[config.mk]
export PLATFORM = sky130hd
export DESIGN_NAME = basic_expression_lexer
export DESIGN_NICKNAME = d
export VERILOG_FILES = /design/src/hw/rtl/bexl_pkg.sv /design/src/hw/rtl/bexl_core.sv /design/src/hw/rtl/bexl_fifo.sv /design/src/hw/rtl/basic_expression_lexer.sv
export SDC_FILE = /design/constraint.sdc
export NUM_CORES = 2
export LEC_CHECK = 0
export CORE_MARGIN = 2
export CORE_UTILIZATION = 50
export DETAILED_ROUTE_END_ITERATION = 7
export DONT_BUFFER_PORTS = 1
export PLACE_DENSITY = 0.68
export SKIP_CTS_REPAIR_TIMING = 1
export SYNTH_ARGS = -nofsm -noshare
export SYNTH_HDL_FRONTEND = slang
export SYNTH_SLANG_ARGS = --single-unit
[constraint.sdc]
create_clock -name clk -period 4.4 [get_ports clk]
set_input_delay 0.22 -clock clk [delete_from_list [all_inputs] [get_ports clk]]
set_output_delay 0.22 -clock clk [all_outputs]
set_load 0.02 [all_outputs]
[src/hw/rtl/bexl_pkg.sv]
// Shared types, constants and the result record for the expression lexer.
`timescale 1ns / 1ps

package bexl_pkg;

    // Longest number text (digits and point) and longest identifier, in bytes.
    localparam int NUMBER_CHARS = 16;
    localparam int IDENT_CHARS  = 32;

    // Result queue depth; must be a power of two and at least two.
    localparam int RES_DEPTH = 4;
    localparam int RES_PTR_W = $clog2(RES_DEPTH);
    localparam int RES_CNT_W = $clog2(RES_DEPTH + 1);

    localparam logic [7:0] CH_NUL    = 8'h00;
    localparam logic [7:0] CH_TAB    = 8'h09;
    localparam logic [7:0] CH_LF     = 8'h0A;
    localparam logic [7:0] CH_SPACE  = 8'h20;
    localparam logic [7:0] CH_HASH   = 8'h23;
    localparam logic [7:0] CH_LPAREN = 8'h28;
    localparam logic [7:0] CH_RPAREN = 8'h29;
    localparam logic [7:0] CH_STAR   = 8'h2A;
    localparam logic [7:0] CH_PLUS   = 8'h2B;
    localparam logic [7:0] CH_MINUS  = 8'h2D;
    localparam logic [7:0] CH_DOT    = 8'h2E;
    localparam logic [7:0] CH_SLASH  = 8'h2F;
    localparam logic [7:0] CH_EQUAL  = 8'h3D;
    localparam logic [7:0] CH_UNDER  = 8'h5F;
    localparam logic [7:0] CH_L      = 8'h6C;
    localparam logic [7:0] CH_E      = 8'h65;
    localparam logic [7:0] CH_T      = 8'h74;

    // UTF-8 continuation bytes look like 10xxxxxx.
    localparam logic [7:0] UTF8_CONT_MASK = 8'b1100_0000;
    localparam logic [7:0] UTF8_CONT_VAL  = 8'b1000_0000;

    typedef enum logic [3:0] {
        TK_EOF    = 4'd0,
        TK_EOL    = 4'd1,
        TK_ERR    = 4'd2,
        TK_NUM    = 4'd3,
        TK_PLUS   = 4'd4,
        TK_MINUS  = 4'd5,
        TK_STAR   = 4'd6,
        TK_SLASH  = 4'd7,
        TK_LPAREN = 4'd8,
        TK_RPAREN = 4'd9,
        TK_IDENT  = 4'd10,
        TK_LET    = 4'd11,
        TK_EQUAL  = 4'd12
    } token_kind_t;

    typedef enum logic [2:0] {
        ERR_NONE       = 3'd0,
        ERR_UNEXPECTED = 3'd1,
        ERR_NUM_LONG   = 3'd2,
        ERR_NUM_BAD    = 3'd3,
        ERR_IDENT_LONG = 3'd4
    } error_kind_t;

    typedef struct packed {
        token_kind_t  token_kind;
        error_kind_t  error_kind;
        logic [15:0]  line_no;
        logic [15:0]  column_no;
        logic [23:0]  start_offset;
        logic [7:0]   text_length;
        logic [53:0]  mantissa;
        logic [4:0]   fraction_digits;
        logic [7:0]   bad_byte;
        logic         last_of_run;
    } lex_res_t;

    // Up to two results per source byte, in delivery order.
    typedef struct packed {
        logic     v0;
        logic     v1;
        lex_res_t r0;
        lex_res_t r1;
    } step_out_t;

endpackage

[src/hw/rtl/bexl_core.sv]
// Scanner state and the per-byte next-state and token logic.
`timescale 1ns / 1ps

module bexl_core (
    input  logic                 clk,
    input  logic                 rst_n,
    input  logic                 step,
    input  logic [7:0]           source_byte,
    output bexl_pkg::step_out_t  results
);
    import bexl_pkg::*;

    typedef enum logic [2:0] {
        PH_IDLE,
        PH_COMMENT,
        PH_INT,
        PH_DOT,
        PH_FRAC,
        PH_BAD,
        PH_IDENT,
        PH_SKIP
    } phase_t;

    localparam logic [7:0] NUM_LIM   = 8'(NUMBER_CHARS);
    localparam logic [7:0] IDENT_LIM = 8'(IDENT_CHARS);

    phase_t       phase_reg,    phase_next;
    logic [15:0]  line_reg,     line_next;
    logic [15:0]  col_reg,      col_next;
    logic [23:0]  offset_reg,   offset_next;
    logic [15:0]  hline_reg,    hline_next;
    logic [15:0]  hcol_reg,     hcol_next;
    logic [23:0]  hoffset_reg,  hoffset_next;
    logic [7:0]   len_reg,      len_next;
    logic [53:0]  accum_reg,    accum_next;
    logic [4:0]   frac_reg,     frac_next;
    logic [1:0]   kwp_reg,      kwp_next;

    logic [7:0]   b;
    logic         b_digit;
    logic         b_alpha;
    logic         b_ident;
    logic [53:0]  accum_x10;

    // Start-of-token decode of the current byte.
    logic         st_emit;
    logic         st_restart;
    logic         st_init;
    phase_t       st_phase;
    lex_res_t     st_res;

    logic         held_v;
    lex_res_t     held_res;
    logic         do_start;
    logic         restart;

    function automatic logic [7:0] kw_byte(input logic [1:0] idx);
        logic [7:0] r;
        case (idx)
            2'd0:    r = CH_L;
            2'd1:    r = CH_E;
            2'd2:    r = CH_T;
            default: r = CH_NUL;
        endcase
        return r;
    endfunction

    assign b       = source_byte;
    assign b_digit = (b >= 8'h30) && (b <= 8'h39);
    assign b_alpha = ((b >= 8'h61) && (b <= 8'h7A)) || ((b >= 8'h41) && (b <= 8'h5A));
    assign b_ident = b_alpha || b_digit || (b == CH_UNDER);

    // Times ten as two shifted copies; the digit value is the low nibble.
    assign accum_x10 = {accum_reg[50:0], 3'b000} + {accum_reg[52:0], 1'b0}
                     + {50'd0, b[3:0]};

    always_comb
    begin
        st_emit    = 1'b0;
        st_restart = 1'b0;
        st_init    = 1'b0;
        st_phase   = PH_IDLE;
        st_res     = '0;
        st_res.token_kind   = TK_EOF;
        st_res.error_kind   = ERR_NONE;
        st_res.line_no      = line_reg;
        st_res.column_no    = col_reg;
        st_res.start_offset = offset_reg;
        st_res.text_length  = 8'd1;
        case (b)
            CH_SPACE, CH_TAB: st_phase = PH_IDLE;
            CH_HASH:          st_phase = PH_COMMENT;
            CH_NUL:
            begin
                st_emit            = 1'b1;
                st_restart         = 1'b1;
                st_res.text_length = 8'd0;
            end
            CH_LF:     begin st_emit = 1'b1; st_res.token_kind = TK_EOL;    end
            CH_PLUS:   begin st_emit = 1'b1; st_res.token_kind = TK_PLUS;   end
            CH_MINUS:  begin st_emit = 1'b1; st_res.token_kind = TK_MINUS;  end
            CH_STAR:   begin st_emit = 1'b1; st_res.token_kind = TK_STAR;   end
            CH_SLASH:  begin st_emit = 1'b1; st_res.token_kind = TK_SLASH;  end
            CH_LPAREN: begin st_emit = 1'b1; st_res.token_kind = TK_LPAREN; end
            CH_RPAREN: begin st_emit = 1'b1; st_res.token_kind = TK_RPAREN; end
            CH_EQUAL:  begin st_emit = 1'b1; st_res.token_kind = TK_EQUAL;  end
            default:
            begin
                st_init = 1'b1;
                if (b_digit)
                begin
                    st_phase = PH_INT;
                end
                else if (b == CH_DOT)
                begin
                    st_phase = PH_DOT;
                end
                else if (b_alpha || (b == CH_UNDER))
                begin
                    st_phase = PH_IDENT;
                end
                else
                begin
                    st_emit           = 1'b1;
                    st_phase          = PH_SKIP;
                    st_res.token_kind = TK_ERR;
                    st_res.error_kind = ERR_UNEXPECTED;
                    st_res.bad_byte   = b;
                end
            end
        endcase
    end

    always_comb
    begin
        phase_next   = phase_reg;
        line_next    = line_reg;
        col_next     = col_reg;
        offset_next  = offset_reg;
        hline_next   = hline_reg;
        hcol_next    = hcol_reg;
        hoffset_next = hoffset_reg;
        len_next     = len_reg;
        accum_next   = accum_reg;
        frac_next    = frac_reg;
        kwp_next     = kwp_reg;
        do_start     = 1'b0;
        restart      = 1'b0;
        held_v       = 1'b0;
        held_res     = '0;
        held_res.token_kind   = TK_ERR;
        held_res.error_kind   = ERR_NONE;
        held_res.line_no      = hline_reg;
        held_res.column_no    = hcol_reg;
        held_res.start_offset = hoffset_reg;
        held_res.text_length  = len_reg;

        case (phase_reg)
            PH_COMMENT:
            begin
                if ((b == CH_LF) || (b == CH_NUL))
                    do_start = 1'b1;
            end
            PH_INT, PH_DOT, PH_FRAC:
            begin
                if (b_digit)
                begin
                    if (len_reg >= NUM_LIM)
                    begin
                        phase_next          = PH_SKIP;
                        held_v              = 1'b1;
                        held_res.error_kind = ERR_NUM_LONG;
                    end
                    else
                    begin
                        accum_next = accum_x10;
                        len_next   = (len_reg == 8'hFF) ? len_reg : len_reg + 8'd1;
                        if (phase_reg != PH_INT)
                        begin
                            frac_next  = (frac_reg == 5'd31) ? frac_reg : frac_reg + 5'd1;
                            phase_next = PH_FRAC;
                        end
                    end
                end
                else if (phase_reg == PH_DOT)
                begin
                    // A lone point: the following byte still joins the bad text.
                    len_next   = (len_reg == 8'hFF) ? len_reg : len_reg + 8'd1;
                    phase_next = PH_BAD;
                    if (b == CH_NUL)
                    begin
                        held_v               = 1'b1;
                        held_res.error_kind  = ERR_NUM_BAD;
                        held_res.text_length = len_next;
                        restart              = 1'b1;
                    end
                end
                else if ((b == CH_DOT) && (phase_reg == PH_INT))
                begin
                    len_next   = (len_reg == 8'hFF) ? len_reg : len_reg + 8'd1;
                    phase_next = PH_DOT;
                end
                else if (b == CH_DOT)
                begin
                    // Second point after fraction digits.
                    if (len_reg >= NUM_LIM)
                    begin
                        held_v                = 1'b1;
                        held_res.error_kind   = ERR_NUM_LONG;
                        held_res.line_no      = line_reg;
                        held_res.column_no    = col_reg;
                        held_res.start_offset = offset_reg;
                        phase_next            = PH_SKIP;
                    end
                    else
                    begin
                        len_next   = (len_reg == 8'hFF) ? len_reg : len_reg + 8'd1;
                        phase_next = PH_BAD;
                    end
                end
                else
                begin
                    held_v                   = 1'b1;
                    held_res.token_kind      = TK_NUM;
                    held_res.mantissa        = accum_reg;
                    held_res.fraction_digits = frac_reg;
                    do_start                 = 1'b1;
                end
            end
            PH_BAD:
            begin
                if (b_digit && (len_reg < NUM_LIM))
                begin
                    len_next = (len_reg == 8'hFF) ? len_reg : len_reg + 8'd1;
                end
                else
                begin
                    held_v              = 1'b1;
                    held_res.error_kind = ERR_NUM_BAD;
                    phase_next          = PH_SKIP;
                    restart             = (b == CH_NUL);
                end
            end
            PH_IDENT:
            begin
                if (b_ident)
                begin
                    if (len_reg >= IDENT_LIM)
                    begin
                        held_v              = 1'b1;
                        held_res.error_kind = ERR_IDENT_LONG;
                        phase_next          = PH_SKIP;
                    end
                    else
                    begin
                        if ((len_reg < 8'd3) && ({6'd0, kwp_reg} == len_reg)
                            && (b == kw_byte(len_reg[1:0])))
                            kwp_next = kwp_reg + 2'd1;
                        len_next = (len_reg == 8'hFF) ? len_reg : len_reg + 8'd1;
                    end
                end
                else
                begin
                    held_v              = 1'b1;
                    held_res.token_kind = ((len_reg == 8'd3) && (kwp_reg == 2'd3))
                                        ? TK_LET : TK_IDENT;
                    do_start            = 1'b1;
                end
            end
            PH_SKIP:
            begin
                restart = (b == CH_NUL);
            end
            default:
            begin
                do_start = 1'b1;
            end
        endcase

        if (do_start)
        begin
            phase_next   = st_phase;
            hline_next   = line_reg;
            hcol_next    = col_reg;
            hoffset_next = offset_reg;
            if (st_init)
            begin
                accum_next = b_digit ? {50'd0, b[3:0]} : 54'd0;
                frac_next  = 5'd0;
                len_next   = 8'd1;
                kwp_next   = (b == CH_L) ? 2'd1 : 2'd0;
            end
            if (st_restart)
                restart = 1'b1;
        end

        if (restart)
        begin
            phase_next   = PH_IDLE;
            line_next    = 16'd1;
            col_next     = 16'd1;
            offset_next  = 24'd0;
            hline_next   = 16'd1;
            hcol_next    = 16'd1;
            hoffset_next = 24'd0;
            len_next     = 8'd0;
            accum_next   = 54'd0;
            frac_next    = 5'd0;
            kwp_next     = 2'd0;
        end
        else
        begin
            if (b == CH_LF)
            begin
                line_next = (line_reg == 16'hFFFF) ? line_reg : line_reg + 16'd1;
                col_next  = 16'd1;
            end
            else if ((b & UTF8_CONT_MASK) != UTF8_CONT_VAL)
            begin
                col_next = (col_reg == 16'hFFFF) ? col_reg : col_reg + 16'd1;
            end
            offset_next = (offset_reg == 24'hFF_FFFF) ? offset_reg : offset_reg + 24'd1;
        end
    end

    // Order the held token before the one that the same byte starts.
    always_comb
    begin
        logic start_v;
        start_v = do_start && st_emit;
        results = '0;
        if (held_v)
        begin
            results.v0 = step;
            results.v1 = step && start_v;
            results.r0 = held_res;
            results.r1 = st_res;
            results.r0.last_of_run = !start_v;
            results.r1.last_of_run = 1'b1;
        end
        else
        begin
            results.v0 = step && start_v;
            results.r0 = st_res;
            results.r1 = st_res;
            results.r0.last_of_run = 1'b1;
        end
    end

    always_ff @(posedge clk or negedge rst_n)
    begin
        if (!rst_n)
        begin
            phase_reg   <= PH_IDLE;
            line_reg    <= 16'd1;
            col_reg     <= 16'd1;
            offset_reg  <= 24'd0;
            hline_reg   <= 16'd1;
            hcol_reg    <= 16'd1;
            hoffset_reg <= 24'd0;
            len_reg     <= 8'd0;
            accum_reg   <= 54'd0;
            frac_reg    <= 5'd0;
            kwp_reg     <= 2'd0;
        end
        else if (step)
        begin
            phase_reg   <= phase_next;
            line_reg    <= line_next;
            col_reg     <= col_next;
            offset_reg  <= offset_next;
            hline_reg   <= hline_next;
            hcol_reg    <= hcol_next;
            hoffset_reg <= hoffset_next;
            len_reg     <= len_next;
            accum_reg   <= accum_next;
            frac_reg    <= frac_next;
            kwp_reg     <= kwp_next;
        end
    end

endmodule

[src/hw/rtl/bexl_fifo.sv]
// Small result queue that takes up to two words per cycle and gives one.
`timescale 1ns / 1ps

module bexl_fifo (
    input  logic                                clk,
    input  logic                                rst_n,
    input  bexl_pkg::step_out_t                 wr,
    input  logic                                pop,
    output logic                                head_valid,
    output bexl_pkg::lex_res_t                  head,
    output logic                                room2
);
    import bexl_pkg::*;

    lex_res_t                mem [RES_DEPTH];
    logic [RES_PTR_W-1:0]    wp_reg;
    logic [RES_PTR_W-1:0]    rp_reg;
    logic [RES_CNT_W-1:0]    count_reg;
    logic [RES_CNT_W-1:0]    count_next;
    logic                    do_pop;
    logic [RES_PTR_W-1:0]    wp_inc;

    assign head_valid = (count_reg != '0);
    assign head       = mem[rp_reg];
    assign do_pop     = pop && head_valid;
    assign room2      = (count_reg <= RES_CNT_W'(RES_DEPTH - 2));
    assign wp_inc     = wp_reg + RES_PTR_W'(1);

    always_comb
    begin
        count_next = count_reg;
        if (wr.v1)
            count_next = count_next + RES_CNT_W'(2);
        else if (wr.v0)
            count_next = count_next + RES_CNT_W'(1);
        if (do_pop)
            count_next = count_next - RES_CNT_W'(1);
    end

    always_ff @(posedge clk)
    begin
        if (wr.v0)
            mem[wp_reg] <= wr.r0;
        if (wr.v1)
            mem[wp_inc] <= wr.r1;
    end

    always_ff @(posedge clk or negedge rst_n)
    begin
        if (!rst_n)
        begin
            wp_reg    <= '0;
            rp_reg    <= '0;
            count_reg <= '0;
        end
        else
        begin
            if (wr.v1)
                wp_reg <= wp_reg + RES_PTR_W'(2);
            else if (wr.v0)
                wp_reg <= wp_inc;
            if (do_pop)
                rp_reg <= rp_reg + RES_PTR_W'(1);
            count_reg <= count_next;
        end
    end

endmodule

[src/hw/rtl/basic_expression_lexer.sv]
// Top level of the streaming expression lexer: input register, scanner, result queue.
//
//  channel   dir  word                               tuser        tlast
//  s_axis    in   tdata[7:0] source_byte             -            -
//  m_axis    out  tdata[135:0] see port comment      token_kind   last_of_run
//
// One source byte is taken per cycle while the four-entry result queue has two
// or more free entries, and is held back otherwise. Each byte is registered at
// the input, scanned, and its results are queued. A byte that ends a number or
// an identifier and starts another token gives two words, which leave one after
// the other. A NUL byte returns line, column and offset to the start.
// rst_n clears the scanner and the queue pointers; queued payload is not reset.
`timescale 1ns / 1ps

module basic_expression_lexer (
    input  logic          clk,
    input  logic          rst_n,
    input  logic          s_axis_tvalid,
    output logic          s_axis_tready,
    input  logic [7:0]    s_axis_tdata,   // [7:0] source_byte
    output logic          m_axis_tvalid,
    input  logic          m_axis_tready,
    // [2:0] error_kind, [18:3] line_no, [34:19] column_no, [58:35] start_offset,
    // [66:59] text_length, [120:67] mantissa, [125:121] fraction_digits,
    // [133:126] bad_byte, [135:134] zero
    output logic [135:0]  m_axis_tdata,
    output logic [3:0]    m_axis_tuser,   // [3:0] token_kind
    output logic          m_axis_tlast    // last_of_run
);
    import bexl_pkg::*;

    logic        in_valid_reg;
    logic [7:0]  in_byte_reg;
    logic        advance;
    logic        room2;
    logic        head_valid;
    lex_res_t    head;
    step_out_t   step_res;

    assign advance       = in_valid_reg && room2;
    assign s_axis_tready = !in_valid_reg || advance;

    always_ff @(posedge clk or negedge rst_n)
    begin
        if (!rst_n)
            in_valid_reg <= 1'b0;
        else if (s_axis_tready)
            in_valid_reg <= s_axis_tvalid;
    end

    always_ff @(posedge clk)
    begin
        if (s_axis_tready && s_axis_tvalid)
            in_byte_reg <= s_axis_tdata;
    end

    bexl_core u_core (
        .clk         (clk),
        .rst_n       (rst_n),
        .step        (advance),
        .source_byte (in_byte_reg),
        .results     (step_res)
    );

    bexl_fifo u_fifo (
        .clk        (clk),
        .rst_n      (rst_n),
        .wr         (step_res),
        .pop        (m_axis_tready),
        .head_valid (head_valid),
        .head       (head),
        .room2      (room2)
    );

    assign m_axis_tvalid = head_valid;
    assign m_axis_tuser  = head.token_kind;
    assign m_axis_tlast  = head.last_of_run;
    assign m_axis_tdata  = {2'b00, head.bad_byte, head.fraction_digits, head.mantissa,
                            head.text_length, head.start_offset, head.column_no,
                            head.line_no, head.error_kind};

    // An error word carries an error code and no other word does.
    a_err_code: assert property (@(posedge clk) disable iff (!rst_n)
        m_axis_tvalid |-> ((m_axis_tuser == TK_ERR) == (m_axis_tdata[2:0] != ERR_NONE)))
        else $error("error code does not match token kind");

    // End of source has no text and no number value.
    a_eof_empty: assert property (@(posedge clk) disable iff (!rst_n)
        (m_axis_tvalid && (m_axis_tuser == TK_EOF))
        |-> ((m_axis_tdata[66:59] == 8'd0) && (m_axis_tdata[120:67] == 54'd0)))
        else $error("end of source word carries text");

    // The first of two words from one byte never closes the run.
    a_pair_order: assert property (@(posedge clk) disable iff (!rst_n)
        step_res.v1 |-> (step_res.v0 && !step_res.r0.last_of_run
                         && step_res.r1.last_of_run))
        else $error("two-word byte has wrong run marks");

    // Bytes are only taken into the scanner when the queue can hold two words.
    a_no_overflow: assert property (@(posedge clk) disable iff (!rst_n)
        step_res.v0 |-> room2)
        else $error("result queue overflow");

endmodule
==> reports/results.tsv <==
metric	value	unit
via/cell ratio	6.30	
Clock Sinks	756	
Worst EP required	4.88	ns
GP Congestion	0.923	
Die Y	279	um
Sum Neg Setup Slack	0	ns
CP max stage delay	0.82	ns
Setup Viol. Count Final	0	
largest net degree at the start of global routing	193	
reg2reg setup slack	0.26	ns
Core ar.	74700	um2
worst hold slack	-0.678	ns
clock-pin slew on the worst setup and hold paths	0.06	ns
Final min period	4.14	ns
Post-Synthesis Cells	3580	
layout cell share with drive strength beyond 1	11.7	%
post-synth cell types	84	
Setup Skew	0.0279	ns
flip-flop count of the largest register after layout	556	
met2 wire length	48800	um
status	finished with violations	
global-route wire length before repair	158000	um
Max Fclk	0.242	GHz
R2R depth	11	
Num CTS Buffers	81	
port buffer count	0	
initial antenna violation count	0	
Tcrit/Tclk final	94.0	%
pwr dens	556	nW/um2
area grow syn2layout	9.55	%
Synth area leaders	edfxtp_1, dfxtp_1, dfrtp_1, mux4_2, nor2_1	
post-route ant nets	0	
max_slew headroom	28.4	%
routed wire length	101000	um
met3 WL post-DR	7430	um
DRC Markers	0	
RSZ-0062 raised after global routing	false	
post-detail-place hpwl	61800	um
row count	100	
type of origin of the critical path	flop	
Critical Path Most Common Cell	buf_4	
Worst Tran Pin Value	1.07	ns
cell taking the most area after synthesis	edfxtp_1	
min-delay worst type	primary input to async pin	
CTS tree	built	
Max-cap violations	0	
Peak VDD IR	0.467	mV
ys async rst share	25.4	%
EDFF count, synth	292	
Hold Fails Final Rpt	192	
share of the synthesized area in the top cell type	23.2	%
vias in the first global route	27519	
CTS max path bufs	3	
Ant. Diodes	0	
Initial Util	50.7	%
Netlist Area Pre-Place	37800	um2
Worst setup EP type	flop	
Leak Pwr	16.2	nW
H-tree depth	3	
Synth Area per Inst	10.6	um2
critical path's slowest cell	nor2_4	
most common cell after layout, fill and taps aside	nor2_1	
sequential fraction of the synthesis area	50.3	%
GRT Util Overall	25.6	%
R2R Path Start	in_byte_reg[2]	
failing checks	hold timing	
Slew Limit Fails	0	
I/O pins	155	
reg2reg end	u_fifo.mem[1][92]	
Vias	28233	
latest clock arrival within the worst-skew pair	0.63	ns
most common flop cell mapped by yosys	edfxtp_1	
FF+latch count, synth	756	
Die W	279	um
critical-path cell list	o21ai_0 > a21oi_1 > a22oi_1 > a2bb2oi_1 > o211a_1 > buf_4 > nor4_4 > and3_2 > nor2_4 > buf_4 > a32o_1	
M1 WL	41600	um
clock root buffer	clkbuf_16	
wire per inst	22.4	um
synth warn	0	
residual overflow from global routing	0	
DIE AREA	77900	um2
worst path arrival time	4.62	ns
CP max FO	33	
Max Used Layer	met4	
most frequent cells in the layout	nor2_1, a21oi_1, edfxtp_1, dfxtp_1, nand2_1	
drt initial violations	2702	
drt pass-1 iters	6	
WS Path Type	flop to flop	
total power	23.1	mW
nets	3581	
-- worst max-delay path by stage --
stage,cells past startpoint,start,to,slack [ns]
after global routing,15,in_byte_reg[2],u_core.accum_reg[50],0.03
after detailed placement,14,u_core.accum_reg[0],u_core.accum_reg[35],0.28
after global placement,14,u_core.accum_reg[0],u_core.accum_reg[35],0.24
final,11,in_byte_reg[2],u_fifo.mem[1][92],0.26
after floorplan,15,in_byte_reg[3],u_core.accum_reg[50],0.31
after CTS,14,u_core.accum_reg[0],u_core.accum_reg[35],0.27
-- logic make-up (layout without fill, tap and decap cells) --
logic type	after synthesis	after routing	synth area share (%)
and+or+nand+nor	1128	1128	12.8
AOI/OAI and AO/OA	965	965	17.7
DFF	756	756	50.3
buffers and inverters	364	293	4.43
muxes	146	146	8.46
adders and majority gates	122	122	4.07
xor gates and xnor gates	98	98	2.27
other	1	2	0.00991
-- cells in the mapped netlist, types with 22 or more instances --
cell / n
nand4_1: 26
nand3_1: 75
buf_6: 23
xnor2_1: 52
buf_1: 23
and3_1: 22
ha_1: 120
dfrtp_1: 188
nand2_1: 269
a32o_1: 175
mux4_2: 139
a21oi_1: 378
o21ai_0: 110
or3_1: 24
a21o_1: 31
dfxtp_1: 272
inv_1: 42
nor2_1: 602
clkbuf_1: 202
buf_2: 54
xor2_1: 46
edfxtp_1: 292
a22o_1: 148
-- through the flow --
stage                     util, %  instances  setup WS (ns)  cell area, um2
after floorplan                 -       3581          0.309           37900
after detailed placement     52.0       4323          0.279           38800
after global placement       52.0       4323          0.241           38800
final                        55.5       4479          0.263           41500
after CTS                    55.3       4469          0.266           41300
after global routing         55.5       4479         0.0326           41500
-- worst max-delay path, delay by kind of cell (launching register included) --
| kind | cells | cell delay (ns) |
|---|---|---|
| buffers and inverters | 2 | 0.65 |
| AO/OA/AOI/OAI | 6 | 1.56 |
| flip-flops | 1 | 0.61 |
| AND/OR/NAND/NOR | 3 | 1.15 |
-- per-layer routing --
metal,global-route usage (%),vias to the layer above
met5,0,-
met4,8.24,0
li1,-,12968
met2,42.5,1088
met3,4.44,177
met1,34.2,14000
-- area by class of cell --
class,count,area (um2)
well taps,969,1210
flip-flops and latches,756,19000
multi-input cells,2461,17400
repair buffers,105,1160
clock buffers,107,2200
inverters,42,158
clock inverters,39,329
fillers,6276,33200
-- report_power, final --
group          switching (mW)  leakage [nW]  total (mW)  internal, mW
registers               0.625          7.71        8.74          8.12
logic                    5.44          7.24        7.76          2.32
clock network            2.80          1.23        6.57          3.76
No activity file was read; power rests on OpenSTA's default activity.
